File: src/rtl/core/dual_stack_shared_buffer_assert.svh
// ----------------------------------------------------------------------------
// dual stack shared buffer assertion macros
// concurrent assertion helpers clocked on a rising edge with active low reset
// ----------------------------------------------------------------------------
`ifndef DUAL_STACK_SHARED_BUFFER_ASSERT_SVH
`define DUAL_STACK_SHARED_BUFFER_ASSERT_SVH

// property checked on every rising clock edge outside reset
`define DSB_ASSERT(label, clk, rst_n, prop, msg) \
  label: assert property (@(posedge clk) disable iff (!rst_n) (prop)) else $error(msg);

// implication checked on every rising clock edge outside reset
`define DSB_ASSERT_IMP(label, clk, rst_n, ante, cons, msg) \
  label: assert property (@(posedge clk) disable iff (!rst_n) (ante) |-> (cons)) \
    else $error(msg);

`endif

File: src/rtl/core/dsb_pkg.sv
// ----------------------------------------------------------------------------
// dual stack shared buffer package
// sizes, operation and status codes, controller commands
// ----------------------------------------------------------------------------
`default_nettype none

package dsb_pkg;

  localparam int unsigned DEPTH  = 16;
  localparam int unsigned WORD_W = 32;
  localparam int unsigned CNT_W  = $clog2(DEPTH + 1);
  localparam int unsigned ADDR_W = $clog2(DEPTH);

  typedef logic [CNT_W-1:0]  cnt_t;
  typedef logic [CNT_W:0]    sum_t;
  typedef logic [ADDR_W-1:0] addr_t;
  typedef logic [WORD_W-1:0] word_t;

  typedef enum logic [1:0] {
    MODE_PUSH_ONE = 2'd0,
    MODE_PUSH_TWO = 2'd1,
    MODE_POP_ONE  = 2'd2,
    MODE_POP_TWO  = 2'd3
  } mode_e;

  typedef enum logic [1:0] {
    ST_OK    = 2'd0,
    ST_FULL  = 2'd1,
    ST_EMPTY = 2'd2
  } status_e;

  typedef struct packed {
    logic load;
    logic exec;
    logic show;
  } cmd_t;

endpackage

`default_nettype wire

File: src/rtl/core/dsb_ram.sv
// ----------------------------------------------------------------------------
// dsb generic ram
// single port ram with registered read data
// ----------------------------------------------------------------------------
`default_nettype none

module dsb_ram #(
  parameter int unsigned Width = 32,
  parameter int unsigned Depth = 16
) (
  input  wire logic                     clk_i,
  input  wire logic                     we_i,
  input  wire logic                     re_i,
  input  wire logic [$clog2(Depth)-1:0] addr_i,
  input  wire logic [Width-1:0]         wdata_i,
  output logic      [Width-1:0]         rdata_o
);

  logic [Width-1:0] mem_q [Depth];
  logic [Width-1:0] rdata_q;

  always_ff @(posedge clk_i) begin
    if (we_i) begin
      mem_q[addr_i] <= wdata_i;
    end
    if (re_i) begin
      rdata_q <= mem_q[addr_i];
    end
  end

  assign rdata_o = rdata_q;

endmodule

`default_nettype wire

File: src/rtl/core/dsb_ctrl.sv
// ----------------------------------------------------------------------------
// dsb controller
// sequences one operation through capture, execute and result cycles
// ----------------------------------------------------------------------------
`default_nettype none

module dsb_ctrl (
  input  wire logic          clk_i,
  input  wire logic          rst_ni,
  input  wire logic          start_i,
  output logic               busy_o,
  output logic               done_o,
  output dsb_pkg::cmd_t      cmd_o
);

  typedef enum logic [2:0] {
    S_IDLE = 3'b001,
    S_EXEC = 3'b010,
    S_DONE = 3'b100
  } state_e;

  state_e state_q, state_d;

  always_comb begin
    state_d = state_q;
    unique case (state_q)
      S_IDLE: begin
        if (start_i) begin
          state_d = S_EXEC;
        end
      end
      S_EXEC:  state_d = S_DONE;
      S_DONE:  state_d = S_IDLE;
      default: state_d = S_IDLE;
    endcase
  end

  always_ff @(posedge clk_i or negedge rst_ni) begin
    if (!rst_ni) begin
      state_q <= S_IDLE;
    end else begin
      state_q <= state_d;
    end
  end

  assign busy_o     = (state_q != S_IDLE);
  assign done_o     = (state_q == S_DONE);
  assign cmd_o.load = (state_q == S_IDLE) && start_i;
  assign cmd_o.exec = (state_q == S_EXEC);
  assign cmd_o.show = (state_q == S_DONE);

endmodule

`default_nettype wire

File: src/rtl/core/dsb_dp.sv
// ----------------------------------------------------------------------------
// dsb datapath
// stack counts, store addressing and result formatting
// ----------------------------------------------------------------------------
`default_nettype none

module dsb_dp (
  input  wire logic                 clk_i,
  input  wire logic                 rst_ni,
  input  wire dsb_pkg::cmd_t        cmd_i,
  input  wire logic [1:0]           mode_i,
  input  wire logic signed [31:0]   push_word_i,
  output logic signed [31:0]        pop_word_o,
  output logic [1:0]                status_o
);

  dsb_pkg::mode_e   mode_q;
  dsb_pkg::word_t   word_q;
  dsb_pkg::cnt_t    lower_q, lower_d;
  dsb_pkg::cnt_t    upper_q, upper_d;
  dsb_pkg::status_e status_q, status_d;
  dsb_pkg::sum_t    fill;
  dsb_pkg::cnt_t    top_idx;
  dsb_pkg::addr_t   addr;
  dsb_pkg::word_t   rdata;
  logic             room;
  logic             we;
  logic             re;

  assign fill = dsb_pkg::sum_t'(lower_q) + dsb_pkg::sum_t'(upper_q);
  assign room = (fill < dsb_pkg::sum_t'(dsb_pkg::DEPTH));

  always_comb begin
    lower_d  = lower_q;
    upper_d  = upper_q;
    status_d = dsb_pkg::ST_OK;
    top_idx  = lower_q;
    we       = 1'b0;
    re       = 1'b0;
    unique case (mode_q)
      dsb_pkg::MODE_PUSH_ONE: begin
        top_idx = lower_q;
        if (room) begin
          we      = cmd_i.exec;
          lower_d = lower_q + dsb_pkg::cnt_t'(1);
        end else begin
          status_d = dsb_pkg::ST_FULL;
        end
      end
      dsb_pkg::MODE_PUSH_TWO: begin
        top_idx = dsb_pkg::cnt_t'(dsb_pkg::DEPTH - 1) - upper_q;
        if (room) begin
          we      = cmd_i.exec;
          upper_d = upper_q + dsb_pkg::cnt_t'(1);
        end else begin
          status_d = dsb_pkg::ST_FULL;
        end
      end
      dsb_pkg::MODE_POP_ONE: begin
        top_idx = lower_q - dsb_pkg::cnt_t'(1);
        if (lower_q != '0) begin
          re      = cmd_i.exec;
          lower_d = lower_q - dsb_pkg::cnt_t'(1);
        end else begin
          status_d = dsb_pkg::ST_EMPTY;
        end
      end
      dsb_pkg::MODE_POP_TWO: begin
        top_idx = dsb_pkg::cnt_t'(dsb_pkg::DEPTH) - upper_q;
        if (upper_q != '0) begin
          re      = cmd_i.exec;
          upper_d = upper_q - dsb_pkg::cnt_t'(1);
        end else begin
          status_d = dsb_pkg::ST_EMPTY;
        end
      end
      default: begin
        status_d = dsb_pkg::ST_OK;
      end
    endcase
  end

  assign addr = top_idx[dsb_pkg::ADDR_W-1:0];

  always_ff @(posedge clk_i) begin
    if (cmd_i.load) begin
      mode_q <= dsb_pkg::mode_e'(mode_i);
      word_q <= push_word_i;
    end
    if (cmd_i.exec) begin
      status_q <= status_d;
    end
  end

  always_ff @(posedge clk_i or negedge rst_ni) begin
    if (!rst_ni) begin
      lower_q <= '0;
      upper_q <= '0;
    end else if (cmd_i.exec) begin
      lower_q <= lower_d;
      upper_q <= upper_d;
    end
  end

  dsb_ram #(
    .Width (dsb_pkg::WORD_W),
    .Depth (dsb_pkg::DEPTH)
  ) u_store (
    .clk_i   (clk_i),
    .we_i    (we),
    .re_i    (re),
    .addr_i  (addr),
    .wdata_i (word_q),
    .rdata_o (rdata)
  );

  // pushes return zero, empty pops all ones
  always_comb begin
    pop_word_o = '0;
    if (cmd_i.show) begin
      if (status_q == dsb_pkg::ST_EMPTY) begin
        pop_word_o = '1;
      end else if (mode_q == dsb_pkg::MODE_POP_ONE || mode_q == dsb_pkg::MODE_POP_TWO) begin
        pop_word_o = rdata;
      end
    end
  end

  assign status_o = cmd_i.show ? status_q : dsb_pkg::ST_OK;

endmodule

`default_nettype wire

File: src/rtl/core/dual_stack_shared_buffer.sv
// ----------------------------------------------------------------------------
// dual stack shared buffer
// two lifo stacks in one store, stack one from the bottom, stack two from
// the top
//
//   channel   handshake          payload
//   command   start_i / busy_o   mode_i, push_word_i
//   result    done_o strobe      pop_word_o, status_o
//
// a word accepted at an edge passes through the execute and done states and its
// result is shown on done_o in the done state; busy_o stays high in both, so
// the next word waits, due to the input capture and the registered store read
// reset clears both stack counts; the store itself holds no reset
// the result is shown for one cycle and cannot be held off
// ----------------------------------------------------------------------------
`default_nettype none

`include "dual_stack_shared_buffer_assert.svh"

module dual_stack_shared_buffer (
  input  wire logic               clk_i,
  input  wire logic               rst_ni,
  input  wire logic               start_i,
  output logic                    busy_o,
  input  wire logic [1:0]         mode_i,
  input  wire logic signed [31:0] push_word_i,
  output logic                    done_o,
  output logic signed [31:0]      pop_word_o,
  output logic [1:0]              status_o
);

  dsb_pkg::cmd_t cmd;
  logic          empty_shown;

  dsb_ctrl u_ctrl (
    .clk_i   (clk_i),
    .rst_ni  (rst_ni),
    .start_i (start_i),
    .busy_o  (busy_o),
    .done_o  (done_o),
    .cmd_o   (cmd)
  );

  dsb_dp u_dp (
    .clk_i       (clk_i),
    .rst_ni      (rst_ni),
    .cmd_i       (cmd),
    .mode_i      (mode_i),
    .push_word_i (push_word_i),
    .pop_word_o  (pop_word_o),
    .status_o    (status_o)
  );

  assign empty_shown = done_o && (status_o == dsb_pkg::ST_EMPTY);

  `DSB_ASSERT(a_accept_then_result, clk_i, rst_ni, (start_i && !busy_o) |=> ##1 done_o, "no done")
  `DSB_ASSERT(a_strobe_single, clk_i, rst_ni, done_o |=> !done_o, "strobe too long")
  `DSB_ASSERT_IMP(a_empty_word, clk_i, rst_ni, empty_shown, pop_word_o == '1, "bad empty word")

endmodule

`default_nettype wire

File: config.mk
export PLATFORM = sky130hd
export DESIGN_NAME = dual_stack_shared_buffer
export DESIGN_NICKNAME = d
export VERILOG_FILES = /design/src/rtl/core/dsb_pkg.sv /design/src/rtl/core/dsb_ram.sv /design/src/rtl/core/dsb_ctrl.sv /design/src/rtl/core/dsb_dp.sv /design/src/rtl/core/dual_stack_shared_buffer.sv
export VERILOG_INCLUDE_DIRS = /design/src /design/src/rtl/core
export SDC_FILE = /design/constraint.sdc
export NUM_CORES = 1
export LEC_CHECK = 0
export ABC_CLOCK_PERIOD_IN_PS = 4580
export BUFFER_PORTS_ARGS = -buffer_cell sky130_fd_sc_hd__buf_2
export CAP_MARGIN = 20
export CORE_MARGIN = 3
export CORE_UTILIZATION = 40
export DETAILED_ROUTE_END_ITERATION = 10
export GPL_ROUTABILITY_DRIVEN = 1
export PLACE_DENSITY = 0.61
export RECOVER_POWER = 100
export SETUP_SLACK_MARGIN = 0.1
export SLEW_MARGIN = 20
export SYNTH_ARGS = -nofsm -noshare
export SYNTH_HDL_FRONTEND = slang
export SYNTH_SLANG_ARGS = --single-unit
File: constraint.sdc
create_clock -name clk_i -period 4.58 [get_ports clk_i]
set_input_delay 0.916 -clock clk_i [delete_from_list [all_inputs] [get_ports clk_i]]
set_output_delay 0.916 -clock clk_i [all_outputs]
set_load 0.05 [all_outputs]
# [Yosys cells after proc, flatten, opt, wreduce, memory -nomap -nowiden]
# Memory sizes are Yosys's and may differ from the RTL's. A register that Yosys moved wholly into a read port is not among the register bits.
# Index checks and enable logic that the tools add are counted.
[word_totals] n_memories=1 inputBits=37 register_bits=49 wordCells=62 mem_bits_rw=512 out_inout_bits=36
[classes] order_cmp=1 n_reduce_logical=10 n_addsub=7 n_eq_ne=13 n_mux=24
[mem_list] name="u_dp.u_store.mem_q" words=16 word_bits=32 read_ports=1 rd_clocked_by_memory_dff=1 wr=1 line="dsb_ram.sv:19" rtl="logic [Width-1:0] mem_q [Depth];"
[op_table] op="32-bit 2-to-1 mux" n=3
[op_table] op="5-bit 2-to-1 mux" n=4
[op_table] op="5-bit case mux with 2 select lines" n=2
[op_table] op="4-bit case mux with 4 select lines" n=1
[op_table] op="5-bit by 1-bit adder with 5-bit output, second input constant" n=2
[op_table] op="5-bit nonzero test" n=2
[op_table] op="5-bit by 1-bit subtractor with 5-bit output, second input constant" n=2
[op_table] op="2-bit by 1-bit inequality test with 1-bit output, second input constant" n=4
[op_table] op="4-bit AND reduction" n=2
[op_table] op="1-bit 2-to-1 mux" n=7
[op_table] op="5-bit by 5-bit adder with 6-bit output" n=1
[op_table] op="2-bit equality test, second input constant" n=3
[op_table] op="6-bit by 5-bit < comparator with 1-bit output, second input constant" n=1
[op_table] op="2-bit 2-to-1 mux" n=3
[op_table] op="2-bit case mux with 3 select lines" n=1
[op_table] op="3-bit case mux with 2 select lines" n=1
[op_table] op="2-bit nonzero test" n=2
[op_table] op="1-bit by 4-bit subtractor with 4-bit output, first input constant" n=1
[op_table] op="4-bit subtractor, first input constant" n=1
[op_table] op="3-bit by 1-bit equality test with 1-bit output, second input constant" n=1
[op_table] op="3-bit by 2-bit equality test with 1-bit output, second input constant" n=1
[op_table] op="3-bit equality test, second input constant" n=1
[op_table] op="3-bit 2-to-1 mux" n=1
[op_table] op="3-bit by 1-bit inequality test with 1-bit output, second input constant" n=1
[op_table] op="other kinds (7)" n=7

# [Depth between registers and ports, before layout]
# Gate-level depths: netlist of run 1.
[depth] depth_word=6 depth_mapped=11 depth_no_buf=8

# [Hierarchy]
# Synthesis of run 1 repeated with hierarchy kept, for this count alone.
[hier_totals] cells_unflattened=1071 hier_area_um2=22846.9
[by_module_without_submodules] module="dsb_ram" seq_area_each_um2=16335.7 cells_each=840 n_inst=1 area_each_um2=20183.1
[by_module_without_submodules] module="dsb_dp" seq_area_each_um2=1331.3 cells_each=219 n_inst=1 area_each_um2=2512.4
[by_module_without_submodules] module="dsb_ctrl" seq_area_each_um2=76.3 cells_each=12 n_inst=1 area_each_um2=151.4

# [Worst setup path before layout of run 1]
# No wires, ideal clock.
[synth_timing] path_type="register to register" start="register u_dp.lower_q[0]" end="memory u_dp.u_store.mem_q[0][0], enable pin" slack_ns=0.856 arrival_time_ns=3.302 period_less_slack_ns=3.724 path_buffers=3 setup_ns=0.421 stages_incl_launch_ff=10 required_ns=4.159 cell_sequence="dfrtp_1 > inv_1 > ha_1 > inv_1 > mux4_2 > buf_4 > buf_6 > buf_6 > nand3b_1 > nor2_1"
[synth_between] elab_chain_cells=6 word_cells_on_any_way=8 cone_classes="add/sub: 2; order compare: 1; mux: 5"
[synth_lines] item="start, declared" line="dsb_dp.sv:19" rtl="dsb_pkg::cnt_t lower_q, lower_d;"
[synth_lines] item="start signal, assigned" line="dsb_dp.sv:100" rtl="lower_q <= lower_d;"
[synth_lines] item="5-bit by 5-bit adder with 6-bit output" line="dsb_dp.sv:30" rtl="assign fill = dsb_pkg::sum_t'(lower_q) + dsb_pkg::sum_t'(upper_q);"
[synth_lines] item="6-bit by 5-bit < comparator with 1-bit output" line="dsb_dp.sv:31" rtl="assign room = (fill < dsb_pkg::sum_t'(dsb_pkg::DEPTH));"
[synth_lines] item="1-bit 2-to-1 mux" line="dsb_dp.sv:43, dsb_dp.sv:52"
[synth_lines] item="1-bit 2-to-1 mux"
[synth_lines] item="1-bit 2-to-1 mux" line="dsb_ram.sv:23" rtl="if (we_i) begin"
[synth_lines] item="1-bit 2-to-1 mux (implied by the code)" line="dsb_ram.sv:24" rtl="mem_q[addr_i] <= wdata_i;"
[synth_lines] item="end, declared" line="dsb_ram.sv:19"
# Parallel ways exist; a longest one is shown, timed or not.

# [Worst setup path after layout of run 1]
[layout_timing] start="register u_dp.lower_q[1]" end="memory u_dp.u_store.mem_q[6][31], enable pin"
# Same word-level chain as after synthesis.

==> out/metrics.csv, run 1 <==
metric,value,unit
synth.mux.area_fraction,3.34,%
grt_setup_unrepaired,no,
antenna_found_initial,1,
hp-class,in2async,
synth_area_leaders,"edfxtp_1, nand2b_1, nand2_1",
violations,"capacitance limit, slew limit",
path_cells,ha_1 -> a31o_1 -> a21o_1 -> a2111oi_0 -> and3b_1 -> nand3_1 -> nor2_4 -> clkbuf_1,
r2r_end,u_dp.u_store.mem_q[6][31]$_DFFE_PP_,
drc,0,
crit_required,4780,ps
status,"finished, violations left",
crit_type,reg2reg,
avgSynthCellArea,11.0,µm²
yosysTopAreaCell,edfxtp_1,
synth_xor_xnor_area_share,0.452,%
whs,350,ps
cp_slowest_stage_delay,810,ps
gp_congestion,0.800,
fin_crit,4180,ps
slew_headroom,-65.7,%
synth-seq-area-share,57.2,%
maxSlewViolCount,206,
io_pins,73,
vias,22411,
post-route-period-util,91.3,%
area_growth,10.4,%
die_x,284,µm
grt_pass1_wl,126000,µm
r2r_cells,8,
synth_top_area_share,56.2,%
clk_latency,610,ps
clockBufferDepth,3,
numPlacedInstances,3713,
end_kind,flip-flop,
clkSlewWorstSetupHoldPaths,50,ps
critPathSlowestCell,clkbuf_1,
routed_wl,82900,µm
r2r_slack,400,ps
numCtsBuffers,67,
total_power,20600,µW
final-hold-violation-count,0,
synth_edf_count,580,
synthSimpleGateAreaFrac,19.1,%
die-area,0.0809,mm²
rows,101,
drt-wirelength-per-cell,21.6,µm
synth_nets,2864,
core-area,0.0763,mm²
cp.arrival,4390,ps
dr.pass1.iters,5,
drtIter0Drc,1999,
root_buffer,clkbuf_16,
cts_tree,done,
clock_sinks,593,
h-tree-depth,3,
initial_core_util,40.6,%
layout_commonest_cell,edfxtp_1,
ys_warn_count,0,
synth_fa_ha_area_share,0.508,%
vdd_ir_drop_max,474,µV
layout_common_cells,"edfxtp_1, nand2_1, nand2b_1, a21oi_1, o2111ai_1",
postCtsSetupBuffers,0,
final_util,44.9,%
grt_pass1_vias,21354,
setup_viol,0,
grt_max_degree,208,
p_leak,0.0115,µW
reg2reg_from,u_dp.lower_q[1]$_DFFE_PN0P_,
hpwl,47100,µm
layout.nets,2801,
synthCells,2815,
drive_gt1_share,8.46,%
synth_top_family_by_area,simple AND/OR/NAND/NOR gates,
ctsHoldBuffers,0,
path_max_fanout,13,
start_kind,flip-flop,
fin_setup_tns,0,ps
antenna_left,0,
layout.cells.non_filler,3835,
netlist_area,0.0310,mm²
cts_resized,0,
drv_cap,3,
vias_per_cell,5.84,
fmax,239,MHz
fp.dieH,284,µm
portBuffers,72,
synth_compound_area_share,15.4,%
synth_cell_types,44,
synth_ff_type,edfxtp_1,
synth_seq_cells,593,
finClkSkew,17.4,ps
synthArstFlopShare,2.19,%
tightestPinTransition,2490,ps
track_usage,19.8,%
powerDensity,603,mW/mm²
grt.overflow.total,0,
[sequential cells by signal, summed over array words and instances, names as in the netlist]
name,flops
u_dp.word_q,32
u_dp.upper_q,5
u_dp.u_store.rdata_o,32
u_dp.mode_q,2
u_dp.u_store.mem_q,512
u_dp.status_q,2
u_ctrl.state_q,3
u_dp.lower_q,5
[per-stage QoR]
stage,setup slack [ps],cell area (µm²)
floorplan,856,31000
CTS,635,34500
detailed placement,1040,32400
global route,245,34200
global placement,1100,32400
finish,398,34200
[logic make-up (layout without fill, tap and decap cells)]
logic type | count (synthesis) | count (layout)
fa+ha+maj | 12 | 12
xor+xnor | 16 | 16
flops | 593 | 593
simple gates | 1129 | 1129
other cells | 0 | 2
compound gates | 690 | 690
buf+inv | 277 | 265
mux | 98 | 98
[metal layers]
| metal | vias up | track usage [%] | share of wire (%) |
|---|---|---|---|
| met5 | - | 0 | 0 |
| met4 | 0 | 6.03 | 2.7 |
| met3 | 157 | 3.02 | 6.1 |
| met2 | 739 | 32.2 | 47 |
| met1 | 11174 | 27.3 | 45 |
| li1 | 10341 | - | - |
[Yosys cell counts, types with 7 or more instances]
cell,n
xnor2_1,9
clkbuf_1,184
buf_2,44
edfxtp_1,580
o2111ai_1,129
buf_6,18
buf_1,19
nand4b_1,128
mux2i_1,64
dfrtp_1,12
inv_1,10
o31ai_1,128
nand2_1,565
xor2_1,7
a22o_1,128
nor2_1,27
nand2b_1,392
a21oi_1,290
mux2_2,33
ha_1,11
[area by class of cell]
type / instances / area, µm²
Fill cell: 6987 / 42100
Inverter: 10 / 37.5
Multi-Input combinational cell: 1945 / 12200
Antenna cell: 2 / 5.00
Sequential cell: 593 / 17700
Clock buffer: 84 / 1780
Timing Repair Buffer: 135 / 885
Tap cell: 1030 / 1290
Clock inverter: 36 / 328
[worst max path at each step]
stage	to	slack, ps	start
global route	u_dp.u_store.mem_q[6][4]$_DFFE_PP_	250	u_dp.lower_q[1]$_DFFE_PN0P_
CTS	pop_word_o[23]	630	u_dp.mode_q[1]$_DFFE_PP_
global placement	u_dp.u_store.rdata_o[5]$_DFFE_PP_	1100	u_dp.lower_q[0]$_DFFE_PN0P_
detailed placement	u_dp.u_store.rdata_o[5]$_DFFE_PP_	1040	u_dp.lower_q[0]$_DFFE_PN0P_
floorplan	u_dp.u_store.mem_q[0][0]$_DFFE_PP_	860	u_dp.lower_q[0]$_DFFE_PN0P_
finish	u_dp.u_store.mem_q[6][31]$_DFFE_PP_	400	u_dp.lower_q[1]$_DFFE_PN0P_
[critical path, delay by kind of cell (launching register included)]
kind / cells / cell delay (ps)
AO/OA/AOI/OAI: 3 / 1170
buffers and inverters: 1 / 810
adder cells (fa/ha/maj): 1 / 300
flip-flops: 1 / 460
AND/OR/NAND/NOR: 3 / 1030
[power breakdown]
part | leakage (µW) | internal [µW] | total [µW] | switching [µW]
sequential | 0.00539 | 6610 | 7060 | 455
combinational | 0.00507 | 3130 | 8350 | 5220
clock | 0.00102 | 3050 | 5220 | 2170
(Power assumes the default switching activity.)
==> run 2, diff against run 1 <==
CELL_PAD_IN_SITES_DETAIL_PLACEMENT = 2   (was default)
CELL_PAD_IN_SITES_GLOBAL_PLACEMENT = 2   (was default)
PLACE_DENSITY = 0.81   (was 0.61)
==> run 2 against run 1 <==
Net effect: the flow still finishes with violations (capacitance limit, slew limit); sequential share of layout area is essentially flat; sequential cell count stayed put; critical path depth fell by 3; critical endpoint is now pop_word_o[14]; largest power group unchanged.
==> out/metrics.csv, run 2 (same netlist as run 1, synthesis figures left out) <==
metric,value,unit,change
grt_setup_unrepaired,no,,unchanged
core-area,0.0763,mm²,unchanged
fin_crit,4150,ps,was 4180 ps
hpwl,60700,µm,was 47100 µm
die_x,284,µm,unchanged
clock_sinks,593,,unchanged
drtIter0Drc,2054,,was 1999
crit_type,reg2out,,was reg2reg
gp_congestion,0.788,,was 0.800
end_kind,primary output,,was flip-flop
vias_per_cell,6.11,,was 5.84
grt-busiest-layer,met2,,unchanged
final_util,44.9,%,about the same
portBuffers,72,,unchanged
layout.nets,2799,,was 2801
fmax,241,MHz,was 239 MHz
post-route-period-util,90.7,%,was 91.3%
r2r_cells,8,,unchanged
vdd_ir_drop_max,440,µV,was 474 µV
initial_core_util,40.6,%,unchanged
r2r_slack,440,ps,was 400 ps
routed_wl,108000,µm,was 82900 µm
antenna_found_initial,0,,was 1
grt_max_degree,282,,was 208
tightestPinTransition,2140,ps,was 2490 ps
final-hold-violation-count,0,,unchanged
rows,101,,unchanged
grt.overflow.total,0,,unchanged
nFillCells,7740,,was 6987
vias,23448,,was 22.4k
drc,0,,unchanged
clockBufferDepth,3,,unchanged
layout_commonest_cell,edfxtp_1,,unchanged
crit_required,3660,ps,was 4780 ps
path_max_fanout,161,,was 13
violations,"capacitance limit, slew limit",,unchanged
seq_area,0.0177,mm²,unchanged
setup_viol,0,,unchanged
cp.arrival,3240,ps,was 4390 ps
postCtsSetupBuffers,0,,unchanged
largest_reg_flops,512,,unchanged
grt_use_met2,46.6,%,was 32.2%
drt-wirelength-per-cell,28.2,µm,was 21.6 µm
track_usage,26.2,%,was 19.8%
cts_tree,done,,unchanged
status,"finished, violations left",,unchanged
gr-usage-met3,3.26,%,was 3.02%
p_leak,0.0115,µW,about the same
h-tree-depth,3,,unchanged
numPlacedInstances,3707,,was 3713
multiInputGateArea,0.0122,mm²,about the same
numCtsBuffers,71,,was 67
grt_pass1_wl,163000,µm,was 126000 µm
cts_resized,0,,unchanged
reg2reg_from,u_dp.lower_q[1]$_DFFE_PN0P_,,unchanged
layout_common_cells,"edfxtp_1, nand2_1, nand2b_1, a21oi_1, o2111ai_1",,unchanged
antenna_left,0,,unchanged
maxSlewViolCount,217,,was 206
grt_pass1_vias,25947,,was 21.4k
io_pins,73,,unchanged
dr.pass1.iters,5,,unchanged
root_buffer,clkbuf_16,,unchanged
hp-class,in2async,,unchanged
drv_cap,3,,unchanged
clkSlewWorstSetupHoldPaths,60,ps,was 50 ps
placed_cell_area,0.0323,mm²,was 0.0324 mm²
area_growth,10.4,%,about the same
design_area,0.0343,mm²,was 0.0342 mm²
r2r_end,u_dp.u_store.mem_q[7][11]$_DFFE_PP_,,was u_dp.u_store.mem_q[6][31]$_DFFE_PP_
fin_setup_tns,0,ps,unchanged
start_kind,flip-flop,,unchanged
met1_usage,33.1,%,was 27.3%
fp.dieH,284,µm,unchanged
slew_headroom,-43.5,%,was -65.7%
powerDensity,624,mW/mm²,was 603 mW/mm²
drive_gt1_share,7.84,%,was 8.46%
top_register,u_dp.u_store.mem_q,,unchanged
finClkSkew,35.3,ps,was 17.4 ps
die-area,0.0809,mm²,unchanged
ctsHoldBuffers,0,,unchanged
layout.cells.non_filler,3836,,was 3835
clk_latency,620,ps,was 610 ps
-- run 2: worst max-delay path by stage --
| stage | startpoint | to | depth (start not counted) |
|---|---|---|---|
| after CTS | u_dp.mode_q[1]$_DFFE_PP_ | pop_word_o[19] | 5 |
| after detailed placement | u_dp.lower_q[0]$_DFFE_PN0P_ | u_dp.u_store.mem_q[4][14]$_DFFE_PP_ | 7 |
| after global routing | u_dp.lower_q[1]$_DFFE_PN0P_ | u_dp.u_store.mem_q[7][11]$_DFFE_PP_ | 8 |
| after global placement | u_dp.lower_q[0]$_DFFE_PN0P_ | u_dp.u_store.mem_q[4][14]$_DFFE_PP_ | 7 |
| final | u_dp.mode_q[1]$_DFFE_PP_ | pop_word_o[14] | 5 |
| after floorplan | u_dp.lower_q[0]$_DFFE_PN0P_ | u_dp.u_store.mem_q[0][0]$_DFFE_PP_ | 9 |
-- run 2: layer usage --
metal	vias to the layer above	share of wire [%]
met5	-	0
met4	0	3.0
met3	205	4.8
met2	650	51
met1	12264	42
li1	10329	-
-- run 2: worst max-delay path, cell delays in order (launching register included) --
cell,delay [ps]
edfxtp_1,690
buf_12,360
buf_12,510
nand2_1,190
a21oi_1,190
clkbuf_1,560
-- run 2: final cells by class --
type | count | area share (%)
diodes | 1 | 0.00731
well taps | 1030 | 3.76
clock inverters | 41 | 0.888
multi-input cells | 1945 | 35.5
flip-flops and latches | 593 | 51.8
clock buffers | 87 | 5.49
repair buffers | 129 | 2.47
inverters | 10 | 0.110
-- run 2: power by group --
group	switching [µW]	internal, µW	leakage [µW]
combinational	5670	3160	0.00502
sequential	461	6600	0.00539
clock	2330	3140	0.00106
total	8460	12900	0.0115
-- run 2: through the flow --
step | hold WS [ps] | total power (µW) | worst slack, ps
after floorplan | 457 | 13200 | 856
after global placement | 488 | 15400 | 1030
after detailed placement | 522 | 16000 | 848
after CTS | 202 | 21500 | 651
after global routing | 435 | 22400 | 256
final | 396 | 21400 | 428
